### src/design/sbr_pkg.sv
// shared types and constants of the sbus frame receiver
`timescale 1ns / 1ps

package sbr_pkg;

    localparam int BYTE_BITS = 8;
    localparam int CH_BITS   = 11;
    localparam int IDX_BITS  = 4;
    localparam int ACC_BITS  = CH_BITS + BYTE_BITS - 1;
    localparam int CNT_BITS  = 5;
    localparam int CFG_IDX_BITS = 2;

    typedef logic [BYTE_BITS-1:0]    byte_t;
    typedef logic [CH_BITS-1:0]      chan_value_t;
    typedef logic [IDX_BITS-1:0]     chan_index_t;
    typedef logic [ACC_BITS-1:0]     acc_t;
    typedef logic [CNT_BITS-1:0]     bit_cnt_t;
    typedef logic [CFG_IDX_BITS-1:0] cfg_index_t;

    localparam cfg_index_t REG_START_VALUE = 2'd0;
    localparam cfg_index_t REG_END_MASK    = 2'd1;
    localparam cfg_index_t REG_END_VALUE   = 2'd2;

    localparam byte_t START_VALUE_RESET = 8'h0f;
    localparam byte_t END_MASK_RESET    = 8'h04;
    localparam byte_t END_VALUE_RESET   = 8'h00;

    typedef enum logic [2:0] {
        ST_HUNT,
        ST_COLLECT,
        ST_FETCH,
        ST_MERGE,
        ST_SEND
    } state_t;

endpackage

### src/design/sbr_if.sv
// valid/ready channel interfaces for received bytes and decoded channels
`timescale 1ns / 1ps

interface sbr_byte_if;
    logic           valid;
    logic           ready;
    sbr_pkg::byte_t rx_byte;

    modport source (output valid, output rx_byte, input ready);
    modport sink   (input valid, input rx_byte, output ready);
endinterface

interface sbr_chan_if;
    logic                 valid;
    logic                 ready;
    sbr_pkg::chan_index_t channel_index;
    sbr_pkg::chan_value_t channel_value;
    logic                 last_channel;

    modport source (output valid, output channel_index, output channel_value,
                    output last_channel, input ready);
    modport sink   (input valid, input channel_index, input channel_value,
                    input last_channel, output ready);
endinterface

### src/design/sbus_frame_receiver.sv
// sbus frame receiver: start byte hunt, data byte store, end check, channel unpacking
// framing takes one byte per cycle while bytes are offered; the end byte is the last
// byte taken for a frame. after a good frame the run unpacks channels from the data
// store: each data byte takes one single-port store read and one accumulator merge,
// and each channel is registered for output in a send step; no byte is taken during
// a run. reset returns to start byte hunt with default registers; the data store is
// not cleared, positions past the stored data bytes read as zero
`timescale 1ns / 1ps

module sbus_frame_receiver #(
    parameter int FRAME_BYTES   = 25,
    parameter int CHANNEL_COUNT = 12
) (
    input  logic                clk,
    input  logic                rst_n,
    sbr_byte_if.sink            rx,
    sbr_chan_if.source          ch,
    input  logic                cfg_we,
    input  sbr_pkg::cfg_index_t cfg_index,
    input  sbr_pkg::byte_t      cfg_data
);
    import sbr_pkg::*;

    localparam int STORE_BYTES = (CHANNEL_COUNT * CH_BITS + 7) / 8;
    localparam int DATA_BYTES  = FRAME_BYTES - 2;
    localparam int MEM_DEPTH   = (STORE_BYTES < DATA_BYTES) ? STORE_BYTES : DATA_BYTES;
    localparam int MEM_AW      = (MEM_DEPTH > 1) ? $clog2(MEM_DEPTH) : 1;
    localparam int POS_W       = $clog2(FRAME_BYTES);
    localparam int ADDR_W      = $clog2(STORE_BYTES + 1);

    byte_t start_value_reg;
    byte_t end_mask_reg;
    byte_t end_value_reg;

    state_t state_reg, state_next;
    logic [POS_W-1:0] pos_reg, pos_next;
    logic [ADDR_W-1:0] addr_reg, addr_next;
    acc_t acc_reg, acc_next;
    bit_cnt_t cnt_reg, cnt_next;
    chan_index_t emit_index_reg, emit_index_next;

    byte_t mem [MEM_DEPTH];
    byte_t rd_data_reg;
    logic rd_ok_reg;

    logic out_valid_reg, out_valid_next;
    chan_index_t out_index_reg;
    chan_value_t out_value_reg;
    logic out_last_reg;

    logic rx_fire;
    logic out_free;
    logic at_end;
    logic end_match;
    logic [POS_W-1:0] wr_idx;
    logic wr_en;
    logic rd_in_range;
    byte_t merge_byte;
    acc_t merged_acc;
    bit_cnt_t merged_cnt;
    bit_cnt_t sent_cnt;
    logic last_emit;
    logic load_out;

    assign rx.ready  = (state_reg == ST_HUNT) || (state_reg == ST_COLLECT);
    assign rx_fire   = rx.valid && rx.ready;
    assign out_free  = !out_valid_reg || ch.ready;
    assign at_end    = pos_reg >= POS_W'(FRAME_BYTES - 1);
    assign end_match = (rx.rx_byte & end_mask_reg) == end_value_reg;
    assign wr_idx    = pos_reg - POS_W'(1);
    assign wr_en     = (state_reg == ST_COLLECT) && rx_fire && !at_end
                       && (wr_idx < POS_W'(MEM_DEPTH));
    assign rd_in_range = addr_reg < ADDR_W'(MEM_DEPTH);

    // positions past the last stored byte contribute zero bits
    assign merge_byte = rd_ok_reg ? rd_data_reg : '0;
    assign merged_acc = acc_reg | (acc_t'(merge_byte) << cnt_reg);
    assign merged_cnt = cnt_reg + bit_cnt_t'(BYTE_BITS);
    assign sent_cnt   = cnt_reg - bit_cnt_t'(CH_BITS);
    assign last_emit  = emit_index_reg == IDX_BITS'(CHANNEL_COUNT - 1);
    assign load_out   = (state_reg == ST_SEND) && out_free;

    always_ff @(posedge clk or negedge rst_n)
    begin
        if (!rst_n)
        begin
            start_value_reg <= START_VALUE_RESET;
            end_mask_reg    <= END_MASK_RESET;
            end_value_reg   <= END_VALUE_RESET;
        end
        else if (cfg_we)
        begin
            unique case (cfg_index)
                REG_START_VALUE: start_value_reg <= cfg_data;
                REG_END_MASK:    end_mask_reg    <= cfg_data;
                REG_END_VALUE:   end_value_reg   <= cfg_data;
                default: ;
            endcase
        end
    end

    // next state
    always_comb
    begin
        state_next = state_reg;
        unique case (state_reg)
            ST_HUNT:
            begin
                if (rx_fire && rx.rx_byte == start_value_reg)
                    state_next = ST_COLLECT;
            end
            ST_COLLECT:
            begin
                if (rx_fire && at_end)
                    state_next = end_match ? ST_FETCH : ST_HUNT;
            end
            ST_FETCH:
                state_next = ST_MERGE;
            ST_MERGE:
                state_next = (merged_cnt >= bit_cnt_t'(CH_BITS)) ? ST_SEND : ST_FETCH;
            ST_SEND:
            begin
                if (out_free)
                begin
                    if (last_emit)
                        state_next = ST_HUNT;
                    else if (sent_cnt >= bit_cnt_t'(CH_BITS))
                        state_next = ST_SEND;
                    else
                        state_next = ST_FETCH;
                end
            end
            default:
                state_next = ST_HUNT;
        endcase
    end

    // datapath updates
    always_comb
    begin
        pos_next        = pos_reg;
        addr_next       = addr_reg;
        acc_next        = acc_reg;
        cnt_next        = cnt_reg;
        emit_index_next = emit_index_reg;
        out_valid_next  = out_valid_reg && !ch.ready;
        unique case (state_reg)
            ST_HUNT:
            begin
                if (rx_fire && rx.rx_byte == start_value_reg)
                    pos_next = POS_W'(1);
            end
            ST_COLLECT:
            begin
                if (rx_fire)
                begin
                    if (at_end)
                    begin
                        pos_next        = '0;
                        addr_next       = '0;
                        acc_next        = '0;
                        cnt_next        = '0;
                        emit_index_next = '0;
                    end
                    else
                        pos_next = pos_reg + POS_W'(1);
                end
            end
            ST_FETCH: ;
            ST_MERGE:
            begin
                acc_next  = merged_acc;
                cnt_next  = merged_cnt;
                addr_next = addr_reg + ADDR_W'(1);
            end
            ST_SEND:
            begin
                if (out_free)
                begin
                    out_valid_next  = 1'b1;
                    acc_next        = acc_reg >> CH_BITS;
                    cnt_next        = sent_cnt;
                    emit_index_next = last_emit ? '0 : emit_index_reg + IDX_BITS'(1);
                end
            end
            default: ;
        endcase
    end

    always_ff @(posedge clk or negedge rst_n)
    begin
        if (!rst_n)
        begin
            state_reg      <= ST_HUNT;
            pos_reg        <= '0;
            addr_reg       <= '0;
            acc_reg        <= '0;
            cnt_reg        <= '0;
            emit_index_reg <= '0;
            out_valid_reg  <= 1'b0;
            rd_ok_reg      <= 1'b0;
        end
        else
        begin
            state_reg      <= state_next;
            pos_reg        <= pos_next;
            addr_reg       <= addr_next;
            acc_reg        <= acc_next;
            cnt_reg        <= cnt_next;
            emit_index_reg <= emit_index_next;
            out_valid_reg  <= out_valid_next;
            if (state_reg == ST_FETCH)
                rd_ok_reg <= rd_in_range;
        end
    end

    // data store: written while framing, read while unpacking, never both
    always_ff @(posedge clk)
    begin
        if (wr_en)
            mem[wr_idx[MEM_AW-1:0]] <= rx.rx_byte;
        if (state_reg == ST_FETCH && rd_in_range)
            rd_data_reg <= mem[addr_reg[MEM_AW-1:0]];
    end

    always_ff @(posedge clk)
    begin
        if (load_out)
        begin
            out_index_reg <= emit_index_reg;
            out_value_reg <= acc_reg[CH_BITS-1:0];
            out_last_reg  <= last_emit;
        end
    end

    assign ch.valid         = out_valid_reg;
    assign ch.channel_index = out_index_reg;
    assign ch.channel_value = out_value_reg;
    assign ch.last_channel  = out_last_reg;

endmodule

### src/flat_wrapper.sv
// flat-port wrapper written by rule: the top's interface ports become plain ports
module sbus_frame_receiver_flat import sbr_pkg::*;
#(
    parameter int FRAME_BYTES   = 25,
    parameter int CHANNEL_COUNT = 12
)
  (clk, rst_n, cfg_we, cfg_index, cfg_data, rx_valid, rx_rx_byte, rx_ready, ch_valid, ch_channel_index, ch_channel_value, ch_last_channel, ch_ready);
  sbr_byte_if rx_i ();
  sbr_chan_if ch_i ();
  input  logic clk;
  input  logic rst_n;
  input  logic cfg_we;
  input  sbr_pkg::cfg_index_t cfg_index;
  input  sbr_pkg::byte_t cfg_data;
  input wire logic [$bits(rx_i.valid)-1:0] rx_valid;
  input wire logic [$bits(rx_i.rx_byte)-1:0] rx_rx_byte;
  output wire logic [$bits(rx_i.ready)-1:0] rx_ready;
  output wire logic [$bits(ch_i.valid)-1:0] ch_valid;
  output wire logic [$bits(ch_i.channel_index)-1:0] ch_channel_index;
  output wire logic [$bits(ch_i.channel_value)-1:0] ch_channel_value;
  output wire logic [$bits(ch_i.last_channel)-1:0] ch_last_channel;
  input wire logic [$bits(ch_i.ready)-1:0] ch_ready;
  assign rx_i.valid = rx_valid;
  assign rx_i.rx_byte = rx_rx_byte;
  assign rx_ready = rx_i.ready;
  assign ch_valid = ch_i.valid;
  assign ch_channel_index = ch_i.channel_index;
  assign ch_channel_value = ch_i.channel_value;
  assign ch_last_channel = ch_i.last_channel;
  assign ch_i.ready = ch_ready;
  sbus_frame_receiver #(.FRAME_BYTES(FRAME_BYTES), .CHANNEL_COUNT(CHANNEL_COUNT)) u_core (.clk(clk), .rst_n(rst_n), .rx(rx_i), .ch(ch_i), .cfg_we(cfg_we), .cfg_index(cfg_index), .cfg_data(cfg_data));
endmodule
### config.mk
export PLATFORM = sky130hd
export DESIGN_NAME = sbus_frame_receiver_flat
export DESIGN_NICKNAME = d
export VERILOG_FILES = /design/src/design/sbr_pkg.sv /design/src/design/sbr_if.sv /design/src/design/sbus_frame_receiver.sv /design/src/flat_wrapper.sv
export SDC_FILE = /design/constraint.sdc
export NUM_CORES = 1
export LEC_CHECK = 0
export ABC_AREA = 1
export BUFFER_PORTS_ARGS = -buffer_cell sky130_fd_sc_hd__clkbuf_2
export CELL_PAD_IN_SITES_DETAIL_PLACEMENT = 1
export CELL_PAD_IN_SITES_GLOBAL_PLACEMENT = 1
export CORE_MARGIN = 10
export CORE_UTILIZATION = 43
export CTS_CLUSTER_DIAMETER = 40
export CTS_CLUSTER_SIZE = 12
export DETAILED_ROUTE_END_ITERATION = 10
export PLACE_DENSITY_LB_ADDON = 0.08
export SKIP_CTS_REPAIR_TIMING = 1
export SLEW_MARGIN = 40
export SYNTH_ARGS = -nofsm -noshare
export SYNTH_HDL_FRONTEND = slang
export SYNTH_SLANG_ARGS = --single-unit
### constraint.sdc
create_clock -name clk -period 4.6 [get_ports clk]
set_input_delay 0.92 -clock clk [delete_from_list [all_inputs] [get_ports clk]]
set_output_delay 0.92 -clock clk [all_outputs]
set_load 0.03 [all_outputs]
==> results of run 1 <==
[worst max-delay path: cells and delay by family, from the launching register on]
| family | cells | cell delay, ns |
|---|---|---|
| XOR/XNOR | 1 | 0.29 |
| flip-flops | 1 | 0.49 |
| buffers and inverters | 1 | 0.14 |
| adder cells (fa/ha/maj) | 1 | 0.24 |
| AND/OR/NAND/NOR | 3 | 1.09 |
[layout by cell type, fill, tap and decap left out, types with 3 or more instances in the layout]
cell type and n:
nor3_2 17, a21oi_2 4, o22ai_1 38, o21ai_1 3, clkinvlp_4 4, clkinv_2 3
inv_1 63, nor2_2 3, nand3_1 94, nand4_1 4, nor2_1 134, a21oi_1 16
inv_6 5, clkbuf_16 37, dfrtp_1 60, bufinv_16 7, nand2_1 178, nand3_2 3
edfxtp_1 160, ha_1 11, dfstp_2 5, o21ai_0 108, clkbuf_2 39, inv_2 4
clkinv_1 6, buf_4 6, xor2_1 12
[layer usage]
metal | GRT usage [%] | part of all wire [%]
met4 | 5.25 | 2.3
met1 | 24.0 | 45
met3 | 2.77 | 3.7
met2 | 30.2 | 49
met5 | 0 | 0
[power by group through the flow]
stage / registers [uW] / logic [uW] / clock network [uW]
final: 2630 / 1760 / 2920
after global routing: 2660 / 1990 / 3070
after CTS: 2630 / 1780 / 2970
after detailed placement: 2660 / 1760 / 0
after global placement: 2660 / 1680 / 0
after floorplan: 2580 / 1230 / 0
[logic make-up after synthesis]
logic type               share of synthesized area (%)
AO/OA/AOI/OAI                                     9.59
XOR/XNOR                                          1.37
adder cells (fa/ha/maj)                           1.36
buffers and inverters                             4.68
flip-flops                                        64.0
AND/OR/NAND/NOR                                   19.0
[area by class of cell]
class	count	share of cell area (%)
Clock inverter	25	3.13
Inverter	74	2.38
Timing Repair Buffer	46	2.05
Tap cell	319	3.34
Multi-Input combinational cell	649	27.2
Sequential cell	226	54.1
Clock buffer	39	7.81
[worst max path at each step]
stage	startpoint	to	slack [ns]	depth (start not counted)
floorplan	u_core.pos_reg[0]$_DFFE_PN0P_	u_core.mem[4][0]$_DFFE_PP_	2.25	7
finish	u_core.pos_reg[0]$_DFFE_PN0P_	u_core.mem[1][1]$_DFFE_PP_	1.99	6
global route	u_core.pos_reg[0]$_DFFE_PN0P_	u_core.mem[7][7]$_DFFE_PP_	1.78	6
detailed placement	rx_rx_byte[7]	u_core.pos_reg[1]$_DFFE_PN0P_	1.92	10
CTS	u_core.pos_reg[0]$_DFFE_PN0P_	u_core.mem[7][7]$_DFFE_PP_	1.92	6
global placement	rx_valid	u_core.mem[7][4]$_DFFE_PP_	1.76	5
[metrics by stage]
step | power, uW | hold slack, ns | std cells | cell area (um2)
final | 7310 | 0.445 | 1378 | 12000
after global routing | 7720 | 0.462 | 1378 | 12000
after CTS | 7380 | 0.452 | 1378 | 11900
after detailed placement | 4430 | 0.436 | 1314 | 10600
after global placement | 4340 | 0.433 | 1314 | 10600
after floorplan | 3810 | 0.425 | 987 | 10100
[Yosys cell counts (3+ instances only)]
master	count	share of area, %
nand2_1	178	6.6
edfxtp_1	160	48
nor2_1	134	5.0
o21ai_0	108	5.4
nand3_1	94	4.7
inv_1	64	2.4
dfrtp_1	61	15
o22ai_1	38	2.4
clkbuf_1	18	0.67
a21oi_1	17	0.84
nor3_1	17	0.84
buf_2	13	0.64
xor2_1	12	1.0
ha_1	11	1.4
buf_4	6	0.45
dfstp_2	5	1.3
clkinv_1	4	0.15
nand4_1	4	0.25
a21oi_2	3	0.26
inv_2	3	0.11
nand3_2	3	0.30
nor2_2	3	0.19
o21ai_1	3	0.15
==> summary.md, run 1 <==
| Metric | Value |
|---|---|
| Status | `finished clean` |
| Reg2Reg Capture Point | `u_core.mem[1][1]$_DFFE_PP_` |
| Worst R2R Start | `u_core.pos_reg[0]$_DFFE_PN0P_` |
| Yosys warnings | `0` |
| Global Route Usage Sum | `between 15 and 20%` |
| Endpoints failing setup | `0` |
| Arrival time worst endpoint | `approximately 2.8 ns` |
| Final WL | `between 20000 and 30000 um` |
| Clk slew on worst S/H paths | `~0.060 ns` |
| # H-tree levels | `2` |
| Routed len/inst | `19.8 um` |
| Max VDD drop | `about 0.00038 V` |
| First-pass GRT wire length | `between 40000 and 50000 um` |
| Number of flip-flops in the largest register | `136` |
| Worst-Skew Late Latency | `roughly 0.53 ns` |
| FF/Latch Area | `roughly 0.0065 mm2` |
| Total nets after synthesis | `1021` |
| Max FO, Critical Path | `8` |
| Final ANT Viol Nets | `0` |
| Fillers | `roughly 2600` |
| Largest net degree at the start of global routing | `50` |
| Root Buffer | `clkbuf_16` |
| Slew @ Worst Pin | `0.758 ns` |
| Layout cells sized above 1 | `between 10 and 15%` |
| Area Overhead vs Synth | `18.3%` |
| I/O pin total | `41` |
| R2r worst-path depth | `6` |
| Clock power frac | `39.9%` |
| Sequential fraction of the synthesis area | `around 64%` |
| Post-synth cell types | `41` |
| Initial antenna violation count | `0` |
| Crit path required time | `around 4.8 ns` |
| Total die area | `0.0300 mm2` |
| Max Slew Vio Count | `0` |
| Die W | `approximately 170 um` |
| Internal | `just under 5000 uW` |
| Vias in the first global route | `approximately 7700` |
| Final hold violation count | `0` |
| Area of the multi-input gates | `approximately 0.0033 mm2` |
| Most common flop cell mapped by yosys | `edfxtp_1` |
| Sw Share | `about 34%` |
| Crit-path max cell delay | `0.66 ns` |
| Routability Congestion | `a little over 0.8` |
| Post-layout min period | `~2.6 ns` |
| Clock Sinks | `226` |
| Combinational fraction of design power | `roughly 24%` |
| Grt ovf | `0` |
| Post-Synthesis Cell Area | `0.0101 mm2` |
| Rows | `56` |
| Mean Syn Cell Area | `just over 10 um2` |
| Via count | `7334` |
| Crit path cell chain | `inv_1, ha_1, nand2_1, xor2_2, nand3_1, nor3_2` |
| Iteration-0 DRC Markers | `~470` |
| Worst Hold Class | `primary input to asynchronous set/reset pin` |
| Crit Path Category | `register to register` |
| Power Dens Cells | `between 600 and 700 mW/mm2` |
| F_max | `between 300 and 400 MHz` |
| CTS tree | `done` |
| Setup TNS | `0 ns` |
| LEAKAGE | `0.00471 uW` |
| Synthesis-stage register bit count | `226` |
| DPL Wire Length | `18300 um` |
| Final Util | `51.4%` |
| Synth Instances | `987` |
| Slew margin rel. | `49.2%` |
| Share of synthesized registers carrying an async set or reset | `about 30%` |
| Internal reg-to-reg setup slack | `roughly 2.0 ns` |
| RSZ-0062 raised after global routing | `false` |
| Worst Clk Skew | `0.0235 ns` |
| First-pass detailed-route iteration total | `5` |
| Core box area | `0.0233 mm2` |
| CP endpoint kind | `register` |
| Ant. Diodes | `0` |
| EDFF count, synth | `160` |
| Starting density of the core | `43.4%` |
| Switching power | `between 2000 and 2500 uW` |
| Via/cell ratio | `5.32` |
| Die Y | `roughly 170 um` |
| DRC violations left | `0` |
| Max-cap violation count | `0` |
| Clock buffer depth | `3` |
| Final nets | `~1100` |
| Fin crit share | `approximately 57%` |
| Worst path slowest cell | `nor3_2` |
| Worst setup margin | `1.99 ns` |
| CTS Buf Count | `35` |
| Port Buffers | `40` |
| Post-Place Setup Slack | `approximately 1.9 ns` |
| Sequential power share | `between 30% and 40%` |
| Startpoint types | `register` |
Note: power is estimated with default switching activity, not from simulation.
==> inputs of run 2 (changes only) <==
- clock period: 4.6 -> 2.5 ns (I/O delays scaled with it)
==> run 2 against run 1 <==
  * The flow now finishes with violations (negative hold slack)
  * Worst setup slack lost 1.7 ns
  * Core utilization grew 0.22 points
  * Final area up 0.42%
  * Global-route usage is 0.26 points higher
  * Die area did not move
  * Fmax increased by 17%
  * Combinational power is 96% higher
  * Critical path type unchanged
  * Largest cell class unchanged
  * Largest power group is now sequential cells
  * Highest routed layer unchanged
==> summary.md, run 2 (synthesis gave the netlist of run 1 again) <==
| Metric | Value |
|---|---|
| Final hold slack | `-0.000166 ns (was 0.445 ns)` |
| Failing checks | `negative hold slack` |
| CTS Buf Count | `35 (unchanged)` |
| Routability Congestion | `0.834 (was 0.813)` |
| Fillers | `2603 (was 2574)` |
| Slew margin rel. | `61.1% (was 49.2%)` |
| Area after DPL | `0.0109 mm2 (was 0.0106 mm2)` |
| RSZ-0062 raised after global routing | `false (unchanged)` |
| Startpoint types | `register (unchanged)` |
| Slew @ Worst Pin | `0.582 ns (was 0.758 ns)` |
| Arrival time worst endpoint | `2.48 ns (was 2.77 ns)` |
| Die Y | `173 um (unchanged)` |
| Cell total after placement | `1348 (was 1314)` |
| Non-Filler Instances | `1412 (was 1378)` |
| Starting density of the core | `43.4% (unchanged)` |
| Number of flip-flops in the largest register | `136 (unchanged)` |
| Status | `finished, violations left (was finished clean)` |
| Clock Sinks | `226 (unchanged)` |
| Max VDD drop | `0.000697 V (was 0.000383 V)` |
| Die W | `173 um (unchanged)` |
| Crit Path Category | `register to register (unchanged)` |
| F_max | `449 MHz (was 383 MHz)` |
| Root Buffer | `clkbuf_16 (unchanged)` |
| Worst-Skew Late Latency | `0.50 ns (was 0.53 ns)` |
| Most common cell after layout, fill and taps aside | `nand2_1 (unchanged)` |
| Final ANT Viol Nets | `0 (unchanged)` |
| Max FO, Critical Path | `17 (was 8)` |
| # H-tree levels | `2 (unchanged)` |
| Commonest non-fill, non-tap cells in the layout | `nand2_1, edfxtp_1, nor2_1 (unchanged)` |
| Vias in the first global route | `7903 (was 7746)` |
| Clock buffer depth | `3 (unchanged)` |
| Final Cell Area | `0.0120 mm2 (about the same)` |
| First-pass detailed-route iteration total | `5 (unchanged)` |
| Global Route Usage Sum | `18.4% (was 18.1%)` |
| Worst Hold Class | `primary input to asynchronous set/reset pin (unchanged)` |
| Ant. Diodes | `0 (unchanged)` |
| Final nets | `1100 (was 1066)` |
| LEAKAGE | `0.00481 uW (was 0.00471 uW)` |
| Max Slew Vio Count | `0 (unchanged)` |
| Iteration-0 DRC Markers | `541 (was 466)` |
| Power Dens Cells | `1070 mW/mm2 (was 611 mW/mm2)` |
| I/O pin total | `41 (unchanged)` |
| Crit path required time | `2.75 ns (was 4.76 ns)` |
| Final WL | `28000 um (was 27300 um)` |
| Max-cap violation count | `0 (unchanged)` |
| Layout cells sized above 1 | `15.3% (was 14.6%)` |
| Setup TNS | `0 ns (unchanged)` |
| DRC violations left | `0 (unchanged)` |
| Via count | `7543 (was 7334)` |
| Area Overhead vs Synth | `18.8% (was 18.3%)` |
| CTS tree | `done (unchanged)` |
| CP endpoint kind | `register (unchanged)` |
| Endpoints failing setup | `0 (unchanged)` |
| Via/cell ratio | `5.34 (was 5.32)` |
| Worst Clk Skew | `0.0165 ns (was 0.0235 ns)` |
| Total die area | `0.0300 mm2 (unchanged)` |
| Routed len/inst | `19.8 um (about the same)` |
| Final hold violation count | `2 (was 0)` |
| First-pass GRT wire length | `44300 um (was 43700 um)` |
| Rows | `56 (unchanged)` |
| Grt ovf | `0 (unchanged)` |
| Clk slew on worst S/H paths | `0.05 ns (was 0.06 ns)` |
| Post-layout min period | `2.23 ns (was 2.61 ns)` |
| Initial antenna violation count | `0 (unchanged)` |
| Port Buffers | `40 (unchanged)` |
| Fin crit share | `89.1% (was 56.8%)` |
| DPL Wire Length | `19500 um (was 18300 um)` |
| Core box area | `0.0233 mm2 (unchanged)` |
| Largest net degree at the start of global routing | `69 (was 50)` |
-- run 2: path summary, 6_finish.rpt --
check	cells after the start	from	slack, ns	end
hold reg to reg	0	u_core.acc_reg[6]$_DFFE_PN0P_	0.45	u_core.ch.channel_value[6]$_DFFE_PP_
max in group asynchronous	2	rst_n	2.17	u_core.end_mask_reg[2]$_DFFE_PN1P_
setup reg to reg	7	u_core.pos_reg[0]$_DFFE_PN0P_	0.27	u_core.mem[7][2]$_DFFE_PP_
hold / removal	2	rst_n	-0.0002	u_core.acc_reg[6]$_DFFE_PN0P_
setup / recovery	7	u_core.pos_reg[0]$_DFFE_PN0P_	0.27	u_core.mem[7][2]$_DFFE_PP_
min in group clk	2	ch_ready	0.21	u_core.ch.valid$_DFF_PN0_
-- run 2: report_power, final --
part / total, uW / switching [uW] / internal, uW
clock network: 4580 / 1710 / 2860
registers: 4770 / 261 / 4510
logic: 3450 / 2440 / 1010
-- run 2: area by class of cell --
type | instances | area (um2) | share of cell area, %
repair buffers | 80 | 551 | 4.59
clock inverters | 19 | 166 | 1.39
well taps | 319 | 399 | 3.33
inverters | 74 | 284 | 2.37
multi-input cells | 649 | 3170 | 26.4
clock buffers | 45 | 965 | 8.04
flip-flops and latches | 226 | 6460 | 53.9
-- run 2: stage by stage --
step | hold slack, ns | utilization, % | setup slack, ns | power (uW)
2_1_floorplan | 0.204 | - | 0.148 | 7010
3_3_place_gp | 0.434 | 46.7 | 0.114 | 8210
3_5_place_dp | 0.435 | 46.7 | 0.311 | 8270
4_1_cts | -0.00565 | 51.6 | 0.279 | 12900
5_1_grt | 0.000644 | 51.6 | 0.106 | 13500
6_report | -0.000166 | 51.6 | 0.273 | 12800
-- run 2: critical path, stage by stage, from the launching register on --
cell,delay (ns)
dfrtp_1,0.37
inv_1,0.13
ha_1,0.20
xor2_1,0.31
nor2_1,0.12
o21ai_4,0.51
nor3_1,0.12
buf_4,0.20
-- run 2: routing by layer --
layer	routed length, um	global-route usage, %
met2	13400	29.9
met4	610	5.28
met1	12800	24.7
met5	0	0
met3	1220	3.29
